**src/design/dsp_pkg.sv**
```systemverilog
`timescale 1ns / 1ps
// ----------------------------------------------------------------------------
// dsp_pkg: shared types and constants for the dense shortest path block
// Beat formats, command codes, sizes and the saturating distance helpers.
// ----------------------------------------------------------------------------
package dsp_pkg;

  localparam int NODES       = 8;
  localparam int WEIGHT_BITS = 16;
  localparam int DIST_BITS   = 24;

  localparam int NODE_BITS = $clog2(NODES);
  localparam int CNT_BITS  = $clog2(NODES + 1);
  localparam int ADDR_BITS = $clog2(NODES * NODES);
  localparam int SUM_BITS  = ((WEIGHT_BITS > DIST_BITS) ? WEIGHT_BITS : DIST_BITS) + 1;

  localparam logic [WEIGHT_BITS-1:0] NO_EDGE  = {WEIGHT_BITS{1'b1}};
  localparam logic [DIST_BITS-1:0]   DIST_INF = {DIST_BITS{1'b1}};
  localparam logic [DIST_BITS-1:0]   DIST_MAX = DIST_INF - DIST_BITS'(1);

  typedef enum logic {
    CMD_WRITE = 1'b0,
    CMD_RUN   = 1'b1
  } cmd_t;

  typedef struct packed {
    cmd_t        cmd;
    logic [2:0]  row;
    logic [2:0]  col;
    logic [15:0] weight;
    logic [2:0]  source;
  } req_t;

  typedef struct packed {
    logic [2:0]  node;
    logic [23:0] distance;
    logic        reachable;
    logic        last;
  } rsp_t;

  // Operands for the shared add/compare unit
  typedef struct packed {
    logic                 add_en;
    logic [DIST_BITS-1:0] base;
    logic [DIST_BITS-1:0] addend;
    logic [DIST_BITS-1:0] bound;
  } alu_req_t;

  function automatic logic [DIST_BITS-1:0] sat_dist(input logic [SUM_BITS-1:0] v);
    logic [DIST_BITS-1:0] r;
    if (v > SUM_BITS'(DIST_MAX)) r = DIST_MAX;
    else                         r = v[DIST_BITS-1:0];
    return r;
  endfunction

  function automatic logic [DIST_BITS-1:0] edge_dist(input logic [WEIGHT_BITS-1:0] w);
    logic [DIST_BITS-1:0] r;
    if (w == NO_EDGE) r = DIST_INF;
    else              r = sat_dist(SUM_BITS'(w));
    return r;
  endfunction

endpackage

```
**src/design/dsp_weight_mem.sv**
```systemverilog
`timescale 1ns / 1ps
// ----------------------------------------------------------------------------
// dsp_weight_mem: edge weight matrix
// One write port, one read port with registered read data.
// ----------------------------------------------------------------------------
module dsp_weight_mem
  import dsp_pkg::*;
(
  input  logic                   clk,
  input  logic                   we,
  input  logic [ADDR_BITS-1:0]   waddr,
  input  logic [WEIGHT_BITS-1:0] wdata,
  input  logic [ADDR_BITS-1:0]   raddr,
  output logic [WEIGHT_BITS-1:0] rdata
);

  logic [WEIGHT_BITS-1:0] mem [NODES*NODES];

  always_ff @(posedge clk) begin
    if (we) begin
      mem[waddr] <= wdata;
    end
    rdata <= mem[raddr];
  end

endmodule

```
**src/design/dsp_path_alu.sv**
```systemverilog
`timescale 1ns / 1ps
// ----------------------------------------------------------------------------
// dsp_path_alu: shared saturating add and less-than compare
// Used for the minimum search (no add) and for edge relaxation (add).
// ----------------------------------------------------------------------------
module dsp_path_alu
  import dsp_pkg::*;
(
  input  alu_req_t             req,
  output logic [DIST_BITS-1:0] value,
  output logic                 less
);

  logic [SUM_BITS-1:0] sum;

  always_comb begin
    sum   = SUM_BITS'(req.base) + SUM_BITS'(req.addend);
    value = req.add_en ? sat_dist(sum) : req.base;
    less  = (value < req.bound);
  end

endmodule

```
**src/design/dense_shortest_path.sv**
```systemverilog
`timescale 1ns / 1ps
// ----------------------------------------------------------------------------
// dense_shortest_path: single-source shortest paths over a dense matrix
// Shortest-first search with a linear minimum scan, one node per cycle.
// ----------------------------------------------------------------------------
// A write beat (cmd = CMD_WRITE) stores one edge weight; the
// all-ones weight means no edge, and a row or col beyond the node count is
// dropped. A run beat (cmd = CMD_RUN) names a source node; the block then
// drops req_ready until all NODES result beats have been loaded into the
// output register, in node order, with last set on the final node. A run
// first loads the source row, then for each settled node does a minimum
// search over all nodes plus a relaxation sweep over the picked node's row,
// then a closing search, and then sends the NODES beats out. Its length is
// set by the single read port of the weight memory and the one shared
// add/compare unit, each visiting one node per cycle.
// Results stall only when rsp_ready is held low. Weights never written are
// undefined; distances are 2^DIST_BITS-1 when unreachable and saturate at
// one below that.
// ----------------------------------------------------------------------------
module dense_shortest_path
  import dsp_pkg::*;
(
  input  logic clk,
  input  logic rst,
  input  logic req_valid,
  output logic req_ready,
  input  req_t req,
  output logic rsp_valid,
  input  logic rsp_ready,
  output rsp_t rsp
);

  typedef enum logic [4:0] {
    S_IDLE  = 5'b00001,
    S_INIT  = 5'b00010,
    S_FIND  = 5'b00100,
    S_RELAX = 5'b01000,
    S_EMIT  = 5'b10000
  } state_t;

  state_t                 state;
  logic [CNT_BITS-1:0]    cnt;      // sweep position; read side leads by one
  logic [NODE_BITS-1:0]   src;
  logic [NODE_BITS-1:0]   pick;
  logic [DIST_BITS-1:0]   least;
  logic                   found;
  logic [NODES-1:0]       settled;
  logic [DIST_BITS-1:0]   best_dist [NODES];

  // Memory hookup
  logic                   mem_we;
  logic [ADDR_BITS-1:0]   mem_waddr;
  logic [ADDR_BITS-1:0]   mem_raddr;
  logic [WEIGHT_BITS-1:0] mem_rdata;
  logic [NODE_BITS-1:0]   row_base;

  // Shared unit
  alu_req_t               alu_req;
  logic [DIST_BITS-1:0]   alu_value;
  logic                   alu_less;

  logic                   accept;
  logic                   in_range;
  logic                   src_ok;
  logic [NODE_BITS-1:0]   idx;      // node under the search / emit
  logic [NODE_BITS-1:0]   jd;       // node whose weight just came back
  logic [DIST_BITS-1:0]   edge_w;
  logic                   take;
  logic                   sweep_end;
  logic                   emit_go;

  assign req_ready = (state == S_IDLE);
  assign accept    = req_valid && req_ready;
  assign in_range  = ({1'b0, req.row} < 4'(NODES)) && ({1'b0, req.col} < 4'(NODES));
  assign src_ok    = ({1'b0, req.source} < 4'(NODES));

  assign idx       = cnt[NODE_BITS-1:0];
  assign jd        = NODE_BITS'(cnt - CNT_BITS'(1));
  assign sweep_end = (cnt == CNT_BITS'(NODES));
  assign edge_w    = edge_dist(mem_rdata);

  // Weight matrix: writes from the request, reads of the row being swept
  assign mem_we    = accept && (req.cmd == CMD_WRITE) && in_range;
  assign mem_waddr = ADDR_BITS'(req.row) * ADDR_BITS'(NODES) + ADDR_BITS'(req.col);
  assign row_base  = (state == S_INIT) ? src : pick;
  assign mem_raddr = ADDR_BITS'(row_base) * ADDR_BITS'(NODES) + ADDR_BITS'(idx);

  dsp_weight_mem u_mem (
    .clk   (clk),
    .we    (mem_we),
    .waddr (mem_waddr),
    .wdata (req.weight),
    .raddr (mem_raddr),
    .rdata (mem_rdata)
  );

  // Search compares best_dist[idx] against the running minimum; relaxation
  // compares least + edge against the current distance of the neighbor.
  always_comb begin
    if (state == S_RELAX) begin
      alu_req.add_en = 1'b1;
      alu_req.base   = least;
      alu_req.addend = edge_w;
      alu_req.bound  = best_dist[jd];
    end else begin
      alu_req.add_en = 1'b0;
      alu_req.base   = best_dist[idx];
      alu_req.addend = '0;
      alu_req.bound  = least;
    end
  end

  dsp_path_alu u_alu (
    .req   (alu_req),
    .value (alu_value),
    .less  (alu_less)
  );

  assign take    = !settled[idx] && alu_less;
  assign emit_go = (state == S_EMIT) && (!rsp_valid || rsp_ready);

  // Sequencer and settled marks
  always_ff @(posedge clk) begin
    if (rst) begin
      state   <= S_IDLE;
      cnt     <= '0;
      settled <= '0;
      found   <= 1'b0;
    end else begin
      unique case (state)
        S_IDLE: begin
          if (accept && (req.cmd == CMD_RUN) && src_ok) begin
            state   <= S_INIT;
            cnt     <= '0;
            settled <= NODES'(1) << req.source;
          end
        end
        S_INIT: begin
          if (sweep_end) begin
            state <= S_FIND;
            cnt   <= '0;
            found <= 1'b0;
          end else begin
            cnt <= cnt + CNT_BITS'(1);
          end
        end
        S_FIND: begin
          if (take) begin
            found <= 1'b1;
          end
          if (cnt == CNT_BITS'(NODES - 1)) begin
            cnt <= '0;
            if (found || take) begin
              state                              <= S_RELAX;
              settled[take ? idx : pick]         <= 1'b1;
            end else begin
              state <= S_EMIT;
            end
          end else begin
            cnt <= cnt + CNT_BITS'(1);
          end
        end
        S_RELAX: begin
          if (sweep_end) begin
            state <= S_FIND;
            cnt   <= '0;
            found <= 1'b0;
          end else begin
            cnt <= cnt + CNT_BITS'(1);
          end
        end
        S_EMIT: begin
          if (emit_go) begin
            cnt <= cnt + CNT_BITS'(1);
            if (cnt == CNT_BITS'(NODES - 1)) begin
              state <= S_IDLE;
            end
          end
        end
        default: begin
          state <= S_IDLE;
        end
      endcase
    end
  end

  // Datapath registers: source, running minimum, picked node, distances
  always_ff @(posedge clk) begin
    if (accept && (req.cmd == CMD_RUN)) begin
      src <= req.source;
    end
    if ((state == S_INIT || state == S_RELAX) && sweep_end) begin
      least <= DIST_INF;
    end
    if (state == S_FIND && take) begin
      least <= alu_value;
      pick  <= idx;
    end
    if (state == S_INIT && cnt != '0) begin
      best_dist[jd] <= (jd == src) ? '0 : edge_w;
    end
    if (state == S_RELAX && cnt != '0 && !settled[jd] && edge_w != DIST_INF && alu_less) begin
      best_dist[jd] <= alu_value;
    end
  end

  // Output register
  always_ff @(posedge clk) begin
    if (rst) begin
      rsp_valid <= 1'b0;
    end else if (emit_go) begin
      rsp_valid <= 1'b1;
    end else if (rsp_ready) begin
      rsp_valid <= 1'b0;
    end
  end

  always_ff @(posedge clk) begin
    if (emit_go) begin
      rsp.node      <= 3'(idx);
      rsp.distance  <= 24'(best_dist[idx]);
      rsp.reachable <= (best_dist[idx] != DIST_INF);
      rsp.last      <= (cnt == CNT_BITS'(NODES - 1));
    end
  end

endmodule

```
**config.mk**
```make
export PLATFORM = sky130hd
export DESIGN_NAME = dense_shortest_path
export DESIGN_NICKNAME = d
export VERILOG_FILES = /design/src/design/dsp_pkg.sv /design/src/design/dsp_weight_mem.sv /design/src/design/dsp_path_alu.sv /design/src/design/dense_shortest_path.sv
export SDC_FILE = /design/constraint.sdc
export NUM_CORES = 2
export LEC_CHECK = 0
export BUFFER_PORTS_ARGS = -buffer_cell sky130_fd_sc_hd__buf_4
export CORE_UTILIZATION = 65
export CTS_BUF_LIST = sky130_fd_sc_hd__clkbuf_4 sky130_fd_sc_hd__clkbuf_8
export CTS_CLUSTER_DIAMETER = 150
export DETAILED_ROUTE_END_ITERATION = 12
export PLACE_DENSITY = 0.82
export SLEW_MARGIN = 20
export SYNTH_ARGS = -nofsm -noshare
export SYNTH_HDL_FRONTEND = slang
export SYNTH_SLANG_ARGS = --single-unit
```
**constraint.sdc**
```tcl
create_clock -name clk -period 13.5 [get_ports clk]
set_clock_uncertainty 0.15 [all_clocks]
set_input_delay 2.025 -clock clk [delete_from_list [all_inputs] [get_ports clk]]
set_output_delay 2.025 -clock clk [all_outputs]
set_load 0.01 [all_outputs]
```
==> impl.org <==
** Clocking
- TritonCTS built the clock tree.
- Clk Latency, worst-skew pair :: 870 ps
- Post-CTS repair changed the size of 0 cells.
- Clock transition at the register clock pins on the worst setup and hold paths after CTS :: 70 ps
- Buffers inserted to repair hold after CTS numbered 0.
- The H-tree was split into 4 levels.
- The tree is rooted in a sky130_fd_sc_hd__clkbuf_8.
- Longest Clk Path Bufs :: 3
- Cts bufs inserted :: 197
- Number of clock sinks seen by CTS :: 1313
- Buffers inserted by post-CTS timing repair :: 0

** Detailed routing
- In the routed design, unresolved DRC markers number 0.
- Dividing the detail-routed wire length by the instance count gives 31.02 microns.
- The detail route stage leaves a number of antenna-violating nets equal to 0.
- The routed layout has 30.35k vias.
- Wires add up to 135200 microns.
- Number of iterations in the first detailed-routing pass :: 8
- Number of DRC markers in iteration 0 :: 4024
- Dividing the detail-routed via count by the number of cells gives 6.965.

** Worst setup path
- Crit Path Class :: reg2reg
- STA puts the critical path data required time at 13900 ps.
- Counting cells, the worst reg-to-reg path comes to 28.
- Grouping stages by cell kind, the critical path spends the most delay in compound AO/OA/AOI/OAI gates.
- The number of buffers and inverters on the critical path is 4.
- Worst Setup Start Kind :: flip-flop
- Arrival time reported for the critical path endpoint :: 10740 ps
- Largest stage delay on the critical path :: 980 ps
- Reg-to-Reg End :: best_dist[6][7]
- Along the worst path, the maximum fanout reaches 48.
- CP max-delay cell :: sky130_fd_sc_hd__dfxtp_4
- Register-to-register setup slack :: 3160 ps
- Nature of the critical path endpoint :: flip-flop

** GRT
- The via count of the first global-routing pass is 30.49k.
- Remaining Overflow, GRT :: 0
- Global-route wire length before repair :: 197700 microns
- Entering global routing, the biggest net connects 114 pins.
- Antenna violations before repair :: 5
- Global route hottest layer :: met2
- Global routing usage on met3 :: 6.601%
- Met1 Usage GRT :: 45.48%
- Met2 track utilization from global routing :: 51.39%
- GRT Total Usage :: 32.29%

** Timing
- Max-slew violations :: 0
- Final number of hold-violating endpoints :: 0
- Setup violations remaining at the end of the flow were counted as 0.
- Final Cycle Share :: 76.59%
- Setup TNS :: 0 ps
- Measured against its own limit, the worst slew margin works out to 21.30%.
- For this run, the top clock speed supported by timing is 96.71 MHz.
- RSZ-0062 raised after global routing :: false
- At the pin with the least slew margin, the transition time is 1168 ps.
- Counting I/O delays and the setup requirement, the final critical path takes 10340 ps.

** Power
- The share of total power dissipated in the clock network is 40.7%.
- Of the total power, combinational logic draws 2.1%.
- Power density over the cells :: 128.9 nW/um^2
- Cell leakage power :: 19.09 nW
- Switching Share :: 21.01%
- Net Sw Power :: 0.001646 W
- Sequential cell fraction of total power :: 57.2%
- Cell internal power was estimated by the tool at 0.006189 W.
- Largest voltage drop on the vdd net :: 120.4 uV

** Die
- In this run the standard cell core region covers 83560 sq um.
- Chip height :: 292.5 microns
- Measured along the x axis, the die boundary spans 292.5 microns.
- Initial standard-cell utilization of the core :: 65.63%
- In this run the count of I/O pins placed on the die edge is 61.
- The die covers 85530 sq um.
- After floorplanning, the core was divided into 106 placement rows.

** Status
- Run status :: complete, no violations

** Cells and area
- Fill cells in the final layout number 4736.
- In the final layout, the share of cells above drive strength 1 is 27.69%.
- Summing all multi-input logic gate instances after layout gives 15000 sq um.
- The library cells used most frequently in the layout, excluding fill and tap cells, are sky130_fd_sc_hd__edfxtp_1, sky130_fd_sc_hd__mux4_2, sky130_fd_sc_hd__clkbuf_8.
- With fillers left out, the area of the finished cells amounts to 60790 sq um.
- Final nets :: 3203
- Reg area :: 39060 sq um
- Most common library cell in the layout ignoring fill and taps :: sky130_fd_sc_hd__edfxtp_1
- From synthesis to final layout, the design area changed by 10.86%.

** Synth
- In this run the biggest area consumer among cell types represents 69.82% of the synthesized area.
- Of all flip-flops after synthesis, the portion carrying an async set or reset was 0%.
- Top cells by area in the synthesized netlist :: sky130_fd_sc_hd__edfxtp_1, sky130_fd_sc_hd__mux4_2, sky130_fd_sc_hd__dfxtp_1
- Top FF cell, synth :: sky130_fd_sc_hd__edfxtp_1
- Synthesis produced a netlist with a net count of 3000.
- Synth Instances :: 2920
- Post-synth design cell area :: 54840 sq um
- Netlist cell types :: 77
- Summing the sequential cell areas from Yosys gives 71.21% of the chip area.
- The Yosys step of the flow raised 0 warnings.
- Avg Synthesized Cell Area :: 18.78 sq um
- The synthesized design spends more area on one cell type than any other, namely sky130_fd_sc_hd__edfxtp_1.
- Number of flops mapped to enable cells by yosys :: 1275
- The synthesized design contains 1313 register bits.

** Worst hold path
- In this run the most critical hold path is launched from settled[3].
- Along the worst hold path, the cell count comes to 1.
- The worst hold path terminates at settled[3].
- Hold/Removal Path Class :: reg2reg

** Placed design
- Port Buf Inserts :: 60
- Total half-perimeter wirelength after legalization and detailed placement :: 84980 microns
- Routability-driven placement finished with a final weighted congestion of 0.9307.
- Summing all placed instances gives a cell area of 56890 sq um.

** Run
- Across the run, the number of max-cap violations was 0.
## final cells by class
| type | instances | share of cell area (%) |
|---|---|---|
| Antenna cell | 2 | 0.008233 |
| Tap cell | 1080 | 2.223 |
| Multi-Input combinational cell | 1381 | 24.68 |
| Sequential cell | 1313 | 64.26 |
| Clock buffer | 255 | 5.248 |
| Inverter | 68 | 0.4199 |
| Clock inverter | 97 | 1.105 |
| Timing Repair Buffer | 162 | 2.058 |
## cell families after synthesis
group,after synthesis,share of synthesized area (%)
and+or+nand+nor,535,4.561
adders and majority gates,50,1.155
AOI/OAI and AO/OA,342,4.141
buffers and inverters,226,1.588
DFF,1313,71.21
muxes,437,17.04
xor gates and xnor gates,17,0.3058
## routing by layer
metal	routed length, microns	vias up	share of wire, %
li1	-	12391	-
met2	66060	2110	49
met4	4161	2	3.1
met1	50640	15537	37
met3	14320	312	11
met5	10	-	0.0074
## metrics by stage
stage / power [W] / hold slack (ps) / util [%] / setup slack [ps] / instances
after global routing: 0.008031 / 389.9 / 72.76 / 2530 / 4358
after global placement: 0.004720 / 329.7 / 68.08 / 3794 / 4002
final: 0.007835 / 362.6 / 72.76 / 3160 / 4358
after detailed placement: 0.004731 / 349.4 / 68.08 / 3492 / 4002
after floorplan: 0.004638 / 270.2 / - / 3756 / 2920
after CTS: 0.007861 / 360.0 / 72.71 / 3402 / 4354
## state kept, by name (all words and copies together), names as in the netlist, named ones only
register and flops:
cnt 4, least 24, src 3, settled 8
u_mem.rdata 16, rsp 29, u_mem.mem 1024, rsp_valid 1
pick 3, best_dist 192, found 1, state 5
## worst reg2reg max path: cells and delay by family (launching register included)
kind | cells | cell delay [ps]
xor+xnor | 1 | 160
fa+ha+maj | 2 | 660
buf+inv | 4 | 1120
flops | 1 | 980
compound gates | 9 | 3260
mux | 2 | 1360
simple gates | 10 | 2310
## power groups by stage
| stage | registers (W) | clock network (W) | logic (W) |
|---|---|---|---|
| final | 0.00448 | 0.00319 | 0.000164 |
| after global routing | 0.00448 | 0.00337 | 0.000174 |
| after CTS | 0.00448 | 0.00322 | 0.000161 |
| after detailed placement | 0.00457 | 0 | 0.000161 |
| after global placement | 0.00457 | 0 | 0.000151 |
| after floorplan | 0.00457 | 0 | 0.0000728 |
## worst max path at each step
stage	startpoint	endpoint	slack, ps	cells past startpoint
2_1_floorplan	flip-flop	best_dist[7][0]	3760	29
3_3_place_gp	flip-flop	best_dist[6][5]	3790	27
3_5_place_dp	flip-flop	best_dist[6][4]	3490	27
4_1_cts	flip-flop	best_dist[6][7]	3400	28
6_report	flip-flop	best_dist[6][7]	3160	28
5_1_grt	flip-flop	best_dist[6][7]	2530	27
## synthesized netlist by cell type (all sizes together) (6+ instances only)
library cell  instances
xnor2                 8
o211ai                9
o22ai                 6
a211oi               26
dfxtp                38
inv                  67
clkbuf              102
mux4                397
a31oi                31
a311oi                7
edfxtp             1275
or3                   9
nor4                 15
o21ai                73
nor3                 28
nand2b                8
xor2                  9
buf                  56
nand4                14
nand2               200
nand3                36
nor2                141
nand3b               12
ha                   49
mux2i                37
and2                 40
nor2b                13
a221oi               10
a21oi                83
nor3b                 6
o21a                 31
a21o                 20
(Power assumes the default switching activity.)
